--- config.mk ---
export PLATFORM = sky130hd
export DESIGN_NAME = tlss_front
export DESIGN_NICKNAME = d
export VERILOG_FILES = /design/src/rtl/core/tlss_pkg.sv /design/src/rtl/core/tlss_front.sv
export SDC_FILE = /design/constraint.sdc
export NUM_CORES = 1
export LEC_CHECK = 0
export ABC_AREA = 1
export ABC_CLOCK_PERIOD_IN_PS = 5800
export BUFFER_PORTS_ARGS = -buffer_cell sky130_fd_sc_hd__buf_2
export CAP_MARGIN = 20
export CELL_PAD_IN_SITES_DETAIL_PLACEMENT = 0
export CELL_PAD_IN_SITES_GLOBAL_PLACEMENT = 1
export CORE_MARGIN = 2
export CORE_UTILIZATION = 47
export CTS_CLUSTER_DIAMETER = 120
export DETAILED_ROUTE_END_ITERATION = 8
export MAX_ROUTING_LAYER = met4
export PLACE_DENSITY_LB_ADDON = 0.1
export SYNTH_ARGS = -nofsm -noshare
export SYNTH_HDL_FRONTEND = slang
export SYNTH_SLANG_ARGS = --single-unit
--- constraint.sdc ---
create_clock -name clk -period 5.8 [get_ports clk]
set_input_delay 1.16 -clock clk [delete_from_list [all_inputs] [get_ports clk]]
set_output_delay 1.16 -clock clk [all_outputs]
set_load 0.05 [all_outputs]
--- src/rtl/core/tlss_pkg.sv ---
`timescale 1ns / 1ps
// ----------------------------------------------------------------------------
// Tricubic level-set sampler package
// Shared widths, fixed-point constants and the queue item type.
// ----------------------------------------------------------------------------
package tlss_pkg;

  // Grid size default and queue depth.
  localparam int GRID_DIM_DEFAULT = 32;
  localparam int QUEUE_DEPTH      = 4;

  // Field widths.
  localparam int CELL_W    = 5;
  localparam int SAMPLE_W  = 16;
  localparam int POINT_W   = 15;
  localparam int FRAC_BITS = 10;
  localparam int INT_BITS  = POINT_W - FRAC_BITS;
  localparam int IN_TDATA_W  = 80;
  localparam int OUT_TDATA_W = 24;

  // Datapath widths: kernel values, weight numerators, accumulator.
  localparam int VAL_W  = 20;
  localparam int WGT_W  = 36;
  localparam int WLO_W  = 17;
  localparam int ACC_W  = 56;
  localparam int T_W    = ACC_W - 30;
  localparam int U_W    = 28;
  localparam int RCP_W  = 27;
  localparam int PROD_W = U_W + RCP_W;

  // Weight denominator 6 * 2^30 and half of it for rounding.
  localparam logic signed [WGT_W-1:0] W_DEN      = 36'sd6442450944;
  localparam logic signed [ACC_W-1:0] ROUND_HALF = 56'sd3221225472;
  // Offset 6 * 2^24 keeps the quotient input positive; reciprocal of 6 at 2^29.
  localparam logic signed [U_W-1:0]   U_OFFSET   = 28'sd100663296;
  localparam logic signed [U_W-1:0]   Q_OFFSET   = 28'sd16777216;
  localparam logic [RCP_W-1:0]        RECIP6     = 27'd89478485;
  localparam int                      RCP_SHIFT  = 29;

  // Item kind carried from the front to the back.
  typedef enum logic {
    KIND_WRITE = 1'b0,
    KIND_EVAL  = 1'b1
  } kind_t;

  typedef struct packed {
    kind_t               kind;
    logic [CELL_W-1:0]   cell_x;
    logic [CELL_W-1:0]   cell_y;
    logic [CELL_W-1:0]   cell_z;
    logic [SAMPLE_W-1:0] sample;
    logic [POINT_W-1:0]  point_x;
    logic [POINT_W-1:0]  point_y;
    logic [POINT_W-1:0]  point_z;
  } item_t;

endpackage

--- src/rtl/core/tlss_front.sv ---
`timescale 1ns / 1ps
// ----------------------------------------------------------------------------
// Sampler front end
// Accepts input beats, drops writes that fall outside the grid, and queues
// the remaining items for the back end.
// ----------------------------------------------------------------------------
module tlss_front #(
  parameter int GRID_DIM = tlss_pkg::GRID_DIM_DEFAULT
) (
  input  logic                             clk,
  input  logic                             rst,
  input  logic                             in_valid,
  output logic                             in_ready,
  input  tlss_pkg::item_t                  in_item,
  output logic                             q_valid,
  input  logic                             q_ready,
  output tlss_pkg::item_t                  q_item
);

  localparam int PTR_W = $clog2(tlss_pkg::QUEUE_DEPTH);

  tlss_pkg::item_t    slots [tlss_pkg::QUEUE_DEPTH];
  logic [PTR_W-1:0]   head;
  logic [PTR_W-1:0]   tail;
  logic [PTR_W:0]     count;
  logic               in_grid;
  logic               push;
  logic               pop;

  // A write is kept only when its cell lies inside the grid.
  assign in_grid = (int'(in_item.cell_x) < GRID_DIM) && (int'(in_item.cell_y) < GRID_DIM) &&
                   (int'(in_item.cell_z) < GRID_DIM);
  assign in_ready = (count != (PTR_W+1)'(tlss_pkg::QUEUE_DEPTH));
  assign push = in_valid && in_ready &&
                ((in_item.kind == tlss_pkg::KIND_EVAL) || in_grid);
  assign q_valid = (count != '0);
  assign pop = q_valid && q_ready;
  assign q_item = slots[head];

  // Queue storage.
  always_ff @(posedge clk) begin
    if (push) begin
      slots[tail] <= in_item;
    end
  end

  // Queue pointers.
  always_ff @(posedge clk) begin
    if (rst) begin
      head  <= '0;
      tail  <= '0;
      count <= '0;
    end else begin
      if (push) begin
        tail <= tail + 1'b1;
      end
      if (pop) begin
        head <= head + 1'b1;
      end
      if (push && !pop) begin
        count <= count + 1'b1;
      end else if (pop && !push) begin
        count <= count - 1'b1;
      end
    end
  end

endmodule

Word-level counts from Yosys, hierarchy flattened:

Memories as Yosys holds them, arrays and structs flattened. A register that Yosys moved wholly into a read port is not among the register bits.
Index checks and enable logic that the tools add are counted.

* reduce and logical (&&, ||, !) cells: 8
* equality and inequality tests: 1
* $add $sub $neg: 4
* multiplexer cells: 6

Operators by type and width (count)
* $mux 3: 2
* $add 2x1->2 const B: 2
* $logic_and 1x1->1: 4
* $mux 2: 2
* $add 3x1->3 const B: 1
* $ne 3x3->1 const B: 1
* $reduce_bool 3->1: 1
* $sub 3x1->3 const B: 1
* $logic_not 1->1: 2
* $mux 1: 2
* $reduce_bool 2->1: 1

* memories: 1
* word-level logic and storage cells: 23
* register bits: 7
* memory bits (writable): 308

Memories
* slots: depth 4, bits a word 77, rd ports 1, clocked after Yosys merged registers in 1, write ports 1, RTL line tlss_front.sv:22 `tlss_pkg::item_t slots [tlss_pkg::QUEUE_DEPTH];`

Logic depth before layout (Yosys ltp):

Gate-level depths: netlist of the first run.

* word-level depth: 6
* mapped depth: 13
* mapped depth without buffers: 13

Worst setup path before layout of the first run:

OpenSTA, ideal clock, no wires.

* kind: input to register
* start: input in_valid
* end: memory slots[0][0] in the netlist's numbering (enable)
* arrival: 4517 ps
* slack: 770 ps
* stages on the path: 2
* data required time: 5287 ps
* path through: nand2_1 -> nor2_1

* word-level cells in the longest chain between the ends: 3

RTL lines
* start, declared: RTL line tlss_front.sv:12 `input logic in_valid,`
* $logic_and 1x1->1: RTL line tlss_front.sv:34 `assign push = in_valid && in_ready &&`
* $mux 1: RTL line tlss_front.sv:42 `if (push) begin`
* $mux 1 (not written as such): RTL line tlss_front.sv:43 `slots[tail] <= in_item;`
* end, declared: RTL line tlss_front.sv:22

No other way between the ends.

==> out/qor.csv, run 1 <==
metric;value;unit
grt_pass1_wl;37.9;mm
die-area;26600;sq um
reg2reg_depth;5;
crit_type;reg2out;
final_cells;1323;
path_clk_slew;0.06;ns
reg2reg_from;count[0]$_SDFFE_PP0P_;
synth_edf_count;308;
setup_viol;0;
clock_path_buffers;3;
ys_warn_count;0;
drc;0;
io_buffer_count;159;
clk_latency;0.55;ns
vias;7019;
grt_pass1_vias;6732;
synth_area;11900;sq um
r2r_slack;3.18;ns
start_util;47.5;%
ctsRootBufferMaster;clkbuf_16;
end_kind;primary output;
gr-total-overflow;0;
period_minus_slack;4.02;ns
final.setup.tns;0;ns
worst-path-buf-inv;3;
hp-class;reg2reg;
place_congestion;0.732;
synthXorXnorAreaFrac;0.0736;%
critical_path_peak_fanout;75;
arrival;2.86;ns
post_cts_buffers;0;
n_fill_cell;2072;
hold_viol_final;0;
synth_compound_area_share;10.7;%
cellPowerDensity;511;nW/um^2
status;completed;
syn_to_final_growth;17.8;%
synth-simple-area-share;6.01;%
numCtsBuffers;31;
die_width;163;um
rows;58;
drv_cap;0;
fin_total_pwr;7.16;mW
grt_max_degree;155;
synth_mux_area_share;0;%
crit_family;buffers and inverters;
synthArstFlopShare;0;%
yosys.area_share.adder;0.694;%
final-max-slew-violation-count;0;
rr_endpoint;slots[0][22]$_DFFE_PP_;
io_pins;160;
vdd_ir_drop_max;415;uV
cts_tree;built;
whs;0.508;ns
syn_inst;812;
ys_ff_latch;317;
fmaxAchievable;0.249;GHz
dp.cells;1262;
synthesis.nets;899;
cts.htree.levels;1;
grt_usage;18.9;%
syn_avg_cell_area;14.7;sq um
ant_nets;0;
synthDistinctLibCells;24;
drive_gt1_share;22.4;%
crit_path_max_incr_delay;0.64;ns
cp.depth;5;
endpoint;q_item[1];
seq_area_frac_synth;79.3;%
cts.hold.buffers_added;0;
tightest_slew;1.02;ns
dr.pass1.iters;4;
dpl.hpwl;13.4;mm
max_slew_margin;32.1;%
fin_worst_skew;0.00592;ns
dieHeight;163;um
synth_top_family_by_area;compound AO/OA/AOI/OAI gates;
worstPathRequired;4.64;ns
coreArea;25000;sq um
antenna_found_initial;3;
drt-total-wl;24.8;mm
ys.flop_type;edfxtp_1;
postCtsResizedCells;0;
wl_per_cell;18.8;um
start_kind;flip-flop;
cp_cell_sequence;buf_4 -> buf_16 -> o21ai_0 -> o22ai_1 -> buf_2;
post-route-period-util;69.3;%
final_util;56.0;%
final_nets;1054;
routed_via_density;5.31;
cts_sinks;317;
cp_slowest_cell;dfxtp_4;
drt_iter0_markers;492;
rsz0062_at_grt;false;
p_leak;4.91;nW
[layer usage]
| layer | up-vias | routed length, um | GRT usage [%] |
|---|---|---|---|
| met5 | - | 0 | - |
| met4 | 0 | 407 | 4.55 |
| met3 | 36 | 1300 | 3.02 |
| met2 | 186 | 11900 | 29.9 |
| met1 | 3441 | 11300 | 26.1 |
| li1 | 3356 | - | - |
[cell usage in the layout (no fill, tap or decap)]
cell type | Yosys | final
clkbuf_1 | 12 | 4
dfxtp_2 | 0 | 1
nand2_1 | 15 | 15
nand3_1 | 4 | 4
fa_1 | 1 | 1
a21oi_1 | 3 | 3
dfxtp_1 | 9 | 7
o21ai_0 | 150 | 150
dfxtp_4 | 0 | 1
diode_2 | 0 | 3
clkinv_2 | 0 | 4
nor2_1 | 168 | 164
nand3b_1 | 1 | 1
o22ai_2 | 1 | 1
o21ai_1 | 5 | 5
o22ai_1 | 76 | 76
nor2_4 | 0 | 4
ha_1 | 5 | 5
inv_2 | 1 | 1
clkbuf_16 | 0 | 31
bufinv_16 | 0 | 6
edfxtp_1 | 308 | 308
xor2_1 | 1 | 1
buf_16 | 0 | 3
inv_1 | 14 | 14
inv_6 | 1 | 2
clkinv_1 | 0 | 10
buf_4 | 5 | 9
buf_2 | 12 | 159
[tightest hold or removal path, delay by kind of cell (launching register included)]
family,cells,cell delay (ns)
flops,1,0.32
simple gates,1,0.08
compound gates,1,0.06
[cell families (layout without fill, tap and decap cells)]
group | count (synthesis) | after routing
DFF | 317 | 317
buffers and inverters | 65 | 243
and+or+nand+nor | 188 | 188
AOI/OAI and AO/OA | 235 | 235
adders and majority gates | 6 | 6
xor gates and xnor gates | 1 | 1
other | 0 | 3
[synth_stat cells (3+ instances only)]
library cell | instances | area [sq um]
buf_2 | 12 | 60.1
o21ai_1 | 5 | 25.0
nand2_1 | 15 | 56.3
nor2_1 | 168 | 631
ha_1 | 5 | 62.6
buf_4 | 5 | 37.5
buf_6 | 10 | 113
a21oi_1 | 3 | 15.0
clkbuf_2 | 8 | 40.0
edfxtp_1 | 308 | 9250
inv_1 | 14 | 52.6
clkbuf_1 | 12 | 45.0
dfxtp_1 | 9 | 180
o22ai_1 | 76 | 475
nand3_1 | 4 | 20.0
o21ai_0 | 150 | 751
[state kept, by name, indices dropped and copies added, names as in the netlist, named ones only]
| signal | flops |
|---|---|
| tail | 2 |
| slots | 308 |
| count | 3 |
| head | 2 |
[worst min path at each step]
stage                              start              endpoint  depth (start not counted)
finish              head[0]$_SDFFE_PP0P_             flip-flop                          2
global route        head[0]$_SDFFE_PP0P_  head[0]$_SDFFE_PP0P_                          2
CTS                 head[0]$_SDFFE_PP0P_  head[0]$_SDFFE_PP0P_                          2
detailed placement  head[0]$_SDFFE_PP0P_             flip-flop                          2
global placement    head[0]$_SDFFE_PP0P_  head[0]$_SDFFE_PP0P_                          2
floorplan           head[1]$_SDFFE_PP0P_             flip-flop                          2
[through the flow]
stage	setup WS, ns	cell area, sq um
after floorplan	0.770	11900
after global placement	2.16	12900
after detailed placement	2.12	12900
after CTS	1.53	14000
after global routing	1.59	14000
final	1.78	14000
[area by class of cell]
type / instances / area (sq um) / area share, %
clock buffers: 35 / 791 / 5.64
clock inverters: 21 / 246 / 1.76
well taps: 330 / 413 / 2.95
repair buffers: 171 / 946 / 6.75
flip-flops and latches: 317 / 9430 / 67.3
diodes: 3 / 7.51 / 0.0536
inverters: 16 / 65.1 / 0.464
multi-input cells: 430 / 2110 / 15.1
[report_power, final]
| group | switching, mW | internal, mW | leakage, nW |
|---|---|---|---|
| sequential | 0.0856 | 2.79 | 2.90 |
| combinational | 1.77 | 0.471 | 1.51 |
| clock | 0.808 | 1.24 | 0.507 |
| total | 2.67 | 4.49 | 4.91 |
(Power assumes the default switching activity.)
==> run 2: changes to the inputs <==
--- a/config.mk
+++ b/config.mk
@@ -6,7 +6,7 @@
 export NUM_CORES = 1
 export LEC_CHECK = 0
 export ABC_AREA = 1
-export ABC_CLOCK_PERIOD_IN_PS = 5800
+export ABC_CLOCK_PERIOD_IN_PS = 3900
 export BUFFER_PORTS_ARGS = -buffer_cell sky130_fd_sc_hd__buf_2
 export CAP_MARGIN = 20
 export CELL_PAD_IN_SITES_DETAIL_PLACEMENT = 0
==> constraint.sdc (replaced) <==
create_clock -name clk -period 3.9 [get_ports clk]
set_input_delay 0.78 -clock clk [delete_from_list [all_inputs] [get_ports clk]]
set_output_delay 0.78 -clock clk [all_outputs]
set_load 0.05 [all_outputs]
==> out/qor.csv, run 2 (synthesis gave the netlist of run 1 again) <==
metric;value;unit;change
final_nets;1058;;+0.38%
arrival;2.36;ns;-0.50 ns
netSwitchingFraction;37.3;%;+0.073 points
drv_cap;0;;unchanged
whs;0.496;ns;-0.0119 ns
grt_pass1_vias;6727;;-0.074%
setup_viol;0;;unchanged
drc;0;;unchanged
start_kind;flip-flop;;
cts.htree.levels;2;;+1
cts.hold.buffers_added;0;;unchanged
die_width;163;um;unchanged
grt_pass1_wl;37.3;mm;-1.5%
postCtsResizedCells;0;;unchanged
fin_worst_skew;0.0138;ns;+0.00792 ns
wl_per_cell;18.5;um;-1.3%
final-max-slew-violation-count;0;;unchanged
grt_max_degree;155;;unchanged
cts_sinks;317;;unchanged
path_clk_slew;0.06;ns;about the same
post_cts_buffers;0;;unchanged
p_comb_share;31.8;%;+0.5 points
clk_latency;0.49;ns;-0.06 ns
drt-total-wl;24.6;mm;-0.82%
gr-total-overflow;0;;unchanged
vias;6971;;-0.68%
dieHeight;163;um;unchanged
p_sw;3.95;mW;+48%
io_pins;160;;unchanged
max_slew_margin;39.7;%;+7.7 points
dpl.hpwl;12.9;mm;-3.9%
grt_usage;18.9;%;about the same
top_register;slots;;
ant_nets;0;;unchanged
io_buffer_count;159;;unchanged
fin_total_pwr;10.6;mW;+48%
coreArea;25000;sq um;unchanged
tightest_slew;0.904;ns;-0.115 ns
dr.pass1.iters;5;;+1
drive_gt1_share;22.4;%;-0.068 points
final_common_cell;edfxtp_1;;
final_cell_mix;edfxtp_1, nor2_1, buf_2;;
post-route-period-util;80.6;%;
critical_path_peak_fanout;77;;+2.7%
seqPwrFrac;39.9;%;-0.2 points
routed_via_density;5.24;;-1.2%
vdd_ir_drop_max;461;uV;+11%
status;completed;;
place_congestion;0.696;;-4.9%
rows;58;;unchanged
largest_register_ffs;308;;unchanged
cellPowerDensity;753;nW/um^2;+47%
end_kind;primary output;;
syn_to_final_growth;18.3;%;
hold_viol_final;0;;unchanged
crit_type;reg2out;;
cts_tree;built;;
period_minus_slack;3.14;ns;
n_fill_cell;2084;;+0.58%
numCtsBuffers;35;;+13%
fmaxAchievable;0.318;GHz;
power_frac_clock;28.3;%;-0.2 points
start_util;47.5;%;unchanged
p_leak;4.92;nW;+0.13%
ctsRootBufferMaster;clkbuf_16;;
power.internal;6.64;mW;+48%
rsz0062_at_grt;false;;
die-area;26600;sq um;unchanged
hp-class;in2reg;;
clock_path_buffers;3;;unchanged
reg_top3;slots: 308 flops, count: 3 flops;;
drt_iter0_markers;390;;-21%
antenna_found_initial;7;;+4
worstPathRequired;3.12;ns;-1.52 ns
[run 2: through the flow]
step	std cells	instance area [sq um]	utilization [%]	setup WS, ns	setup TNS, ns
after floorplan	812	11900	-	-0.899	-276.78
after global placement	1264	13000	51.9	1.30	0
after detailed placement	1264	13000	51.9	1.24	0
after CTS	1323	14100	56.1	0.707	0
after global routing	1330	14100	56.2	0.561	0
final	1330	14100	56.2	0.755	0
[run 2: cell type report]
type	instances	area (sq um)	share of cell area, %
antenna	7	17.5	0.125
multi-input combinational	430	2110	15.0
sequential	317	9430	67.1
clock inverter	16	92.6	0.658
tap	330	413	2.93
timing repair buffer	171	973	6.92
clock buffer	43	958	6.81
inverter	16	65.1	0.462
[run 2: final timing paths]
path                            depth (start not counted)                      to  slack [ns]                   from
worst max-delay path                                    4               q_item[1]        0.76              flip-flop
worst min-delay path                                    1  slots[0][11]$_DFFE_PP_        0.50            in_item[11]
worst max register to register                          5  slots[2][40]$_DFFE_PP_        1.73  count[0]$_SDFFE_PP0P_
worst min register to register                          2               flip-flop        0.50   head[0]$_SDFFE_PP0P_
[run 2: critical path, cell delays in order (launching register included)]
cell and delay, ns:
dfxtp_2 0.33, buf_4 0.70, o21ai_0 0.21, o22ai_1 0.30, buf_2 0.32
[run 2: metal layers]
layer	wire [um]	track usage (%)	up-vias	part of all wire [%]
li1	-	-	3369	-
met1	11100	25.4	3402	45
met2	11700	29.8	171	47
met3	1510	4.32	29	6.1
met4	320	4.47	0	1.3
met5	0	-	-	0
[run 2: power groups by stage]
| stage | clock network, mW | registers [mW] | logic (mW) |
|---|---|---|---|
| 2_1_floorplan | 0 | 4.32 | 2.58 |
| 3_3_place_gp | 0 | 4.29 | 3.41 |
| 3_5_place_dp | 0 | 4.30 | 3.42 |
| 4_1_cts | 3.06 | 4.23 | 3.43 |
| 5_1_grt | 3.20 | 4.25 | 3.60 |
| 6_report | 2.99 | 4.23 | 3.37 |
==> run 3: changes to the inputs <==
--- a/config.mk
+++ b/config.mk
@@ -6,13 +6,13 @@
 export NUM_CORES = 1
 export LEC_CHECK = 0
 export ABC_AREA = 1
-export ABC_CLOCK_PERIOD_IN_PS = 3900
+export ABC_CLOCK_PERIOD_IN_PS = 2800
 export BUFFER_PORTS_ARGS = -buffer_cell sky130_fd_sc_hd__buf_2
 export CAP_MARGIN = 20
 export CELL_PAD_IN_SITES_DETAIL_PLACEMENT = 0
 export CELL_PAD_IN_SITES_GLOBAL_PLACEMENT = 1
 export CORE_MARGIN = 2
-export CORE_UTILIZATION = 47
+export CORE_UTILIZATION = 43
 export CTS_CLUSTER_DIAMETER = 120
 export DETAILED_ROUTE_END_ITERATION = 8
 export MAX_ROUTING_LAYER = met4
==> constraint.sdc (replaced) <==
create_clock -name clk -period 2.8 [get_ports clk]
set_input_delay 0.56 -clock clk [delete_from_list [all_inputs] [get_ports clk]]
set_output_delay 0.56 -clock clk [all_outputs]
set_load 0.05 [all_outputs]
==> out/qor.csv, run 3 (synthesis gave the netlist of run 1 again) <==
metric;value;unit;change
status;completed;;
cts_sinks;317;;unchanged
vdd_ir_drop_max;789;uV;+71%
cts_tree;built;;
post_cts_buffers;0;;unchanged
largest_register_ffs;308;;unchanged
coreArea;27000;sq um;+7.9%
n_fill_cell;2307;;+11%
dr.pass1.iters;4;;-1
crit_path_max_incr_delay;0.42;ns;-0.28 ns
hp-class;in2reg;;
p_leak;4.95;nW;+0.56%
rows;60;;+3.4%
place_congestion;0.698;;+0.39%
routed_via_density;5.17;;-1.4%
grt_pass1_vias;6691;;-0.54%
dieHeight;170;um;+4.4%
final-max-slew-violation-count;0;;unchanged
cts.hold.buffers_added;0;;unchanged
clk_latency;0.50;ns;about the same
die-area;29000;sq um;+9.1%
worstPathRequired;2.24;ns;-0.88 ns
setup_ws;0.200;ns;-0.556 ns
max_slew_margin;68.7;%;+29 points
drv_cap;0;;unchanged
postCtsResizedCells;0;;unchanged
start_kind;flip-flop;;
crit_type;reg2out;;
drc;0;;unchanged
gr-total-overflow;0;;unchanged
setup_viol;0;;unchanged
cellPowerDensity;1040;nW/um^2;+38%
arrival;2.04;ns;-0.32 ns
dpl.hpwl;13.5;mm;+4.4%
period_minus_slack;2.60;ns;
final_nets;1063;;+0.47%
fmaxAchievable;0.385;GHz;
antenna_found_initial;6;;-1
start_util;44.0;%;-3.5 points
drt-total-wl;24.8;mm;+0.55%
final_cells;1344;;+1.1%
drive_gt1_share;23.1;%;+0.71 points
drt_iter0_markers;365;;-6.4%
fin_worst_skew;0.0132;ns;-0.000654 ns
wl_per_cell;18.4;um;-0.50%
tightest_slew;0.469;ns;-0.434 ns
grt_usage;17.5;%;-1.5 points
hold_viol_final;0;;unchanged
ctsRootBufferMaster;clkbuf_16;;
rsz0062_at_grt;false;;
dpl_worst_slack;0.597;ns;-0.643 ns
crit_family;buffers and inverters;;
fin_total_pwr;14.6;mW;+38%
dpl_cell_area;13100;sq um;+0.84%
end_kind;primary output;;
syn_to_final_growth;18.7;%;
post-route-period-util;92.9;%;
io_buffer_count;159;;unchanged
final_common_cell;edfxtp_1;;
io_pins;160;;unchanged
grt_pass1_wl;37.6;mm;+0.61%
critical_path_peak_fanout;77;;unchanged
top_register;slots;;
die_width;170;um;+4.4%
dp.cells;1281;;+1.3%
final_cell_mix;edfxtp_1, nor2_1, buf_2;;
fin_area;14100;sq um;+0.36%
cts.htree.levels;2;;unchanged
clock_path_buffers;3;;unchanged
cp_cell_sequence;inv_2 -> buf_12 -> o21ai_0 -> o22ai_1 -> buf_2;;
reg_top3;slots: 308 flops, count: 3 flops;;
path_clk_slew;0.06;ns;about the same
worst-path-buf-inv;3;;+1
cp_slowest_cell;dfxtp_2;;
grt_max_degree;93;;-40%
numCtsBuffers;34;;-2.9%
vias;6947;;-0.34%
ant_nets;0;;unchanged
[run 3: cell count changes in the layout (fill, tap and decap cells not counted), moves of 2 or more]
cell	before	now
clkbuf_1	5	9
clkbuf_16	37	35
clkinv_1	12	4
buf_12	7	11
clkinv_2	2	6
[run 3: metal layers]
| layer | vias to the layer above | GRT usage, % | share of wire [%] |
|---|---|---|---|
| met1 | 3362 | 22.8 | 45 |
| li1 | 3377 | - | - |
| met5 | - | - | 0 |
| met3 | 41 | 4.79 | 6.2 |
| met2 | 167 | 27.1 | 47 |
| met4 | 0 | 4.72 | 2.0 |
[run 3: worst paths after layout]
check | from | endpoint | slack (ns) | cells after the start
worst max-delay path | flip-flop | q_item[6] | 0.20 | 5
worst min-delay path | in_item[32] | slots[1][32]$_DFFE_PP_ | 0.28 | 1
worst max register to register | count[0]$_SDFFE_PP0P_ | count[1]$_SDFFE_PP0P_ | 0.66 | 9
worst min register to register | head[1]$_SDFFE_PP0P_ | flip-flop | 0.50 | 2
[run 3: worst reg2reg max path: cells and delay by family, from the launching register on]
kind            cells  cell delay (ns)
simple gates        4             0.65
fa+ha+maj           2             0.64
flops               1             0.34
buf+inv             2             0.24
compound gates      1             0.16
[run 3: stage by stage]
step	setup TNS, ns	utilization [%]	hold WS (ns)
finish	0	52.2	0.280
global route	0	52.2	0.258
detailed placement	0	48.5	0.499
floorplan	-236.22	-	0.459
global placement	0	48.5	0.494
CTS	0	52.2	0.255
[run 3: final cells by class]
| cell class | count | area, sq um | area share, % |
|---|---|---|---|
| well taps | 341 | 427 | 3.02 |
| inverters | 16 | 65.1 | 0.461 |
| repair buffers | 177 | 1070 | 7.59 |
| clock inverters | 11 | 53.8 | 0.381 |
| multi-input cells | 430 | 2110 | 15.0 |
| diodes | 6 | 15.0 | 0.106 |
| flip-flops and latches | 317 | 9430 | 66.8 |
| clock buffers | 46 | 937 | 6.64 |
[run 3: report_power, final]
group | leakage, nW | switching, mW | internal, mW
clock | 0.491 | 1.65 | 2.34
sequential | 2.90 | 0.130 | 5.76
combinational | 1.56 | 3.72 | 1.04
total | 4.95 | 5.50 | 9.14
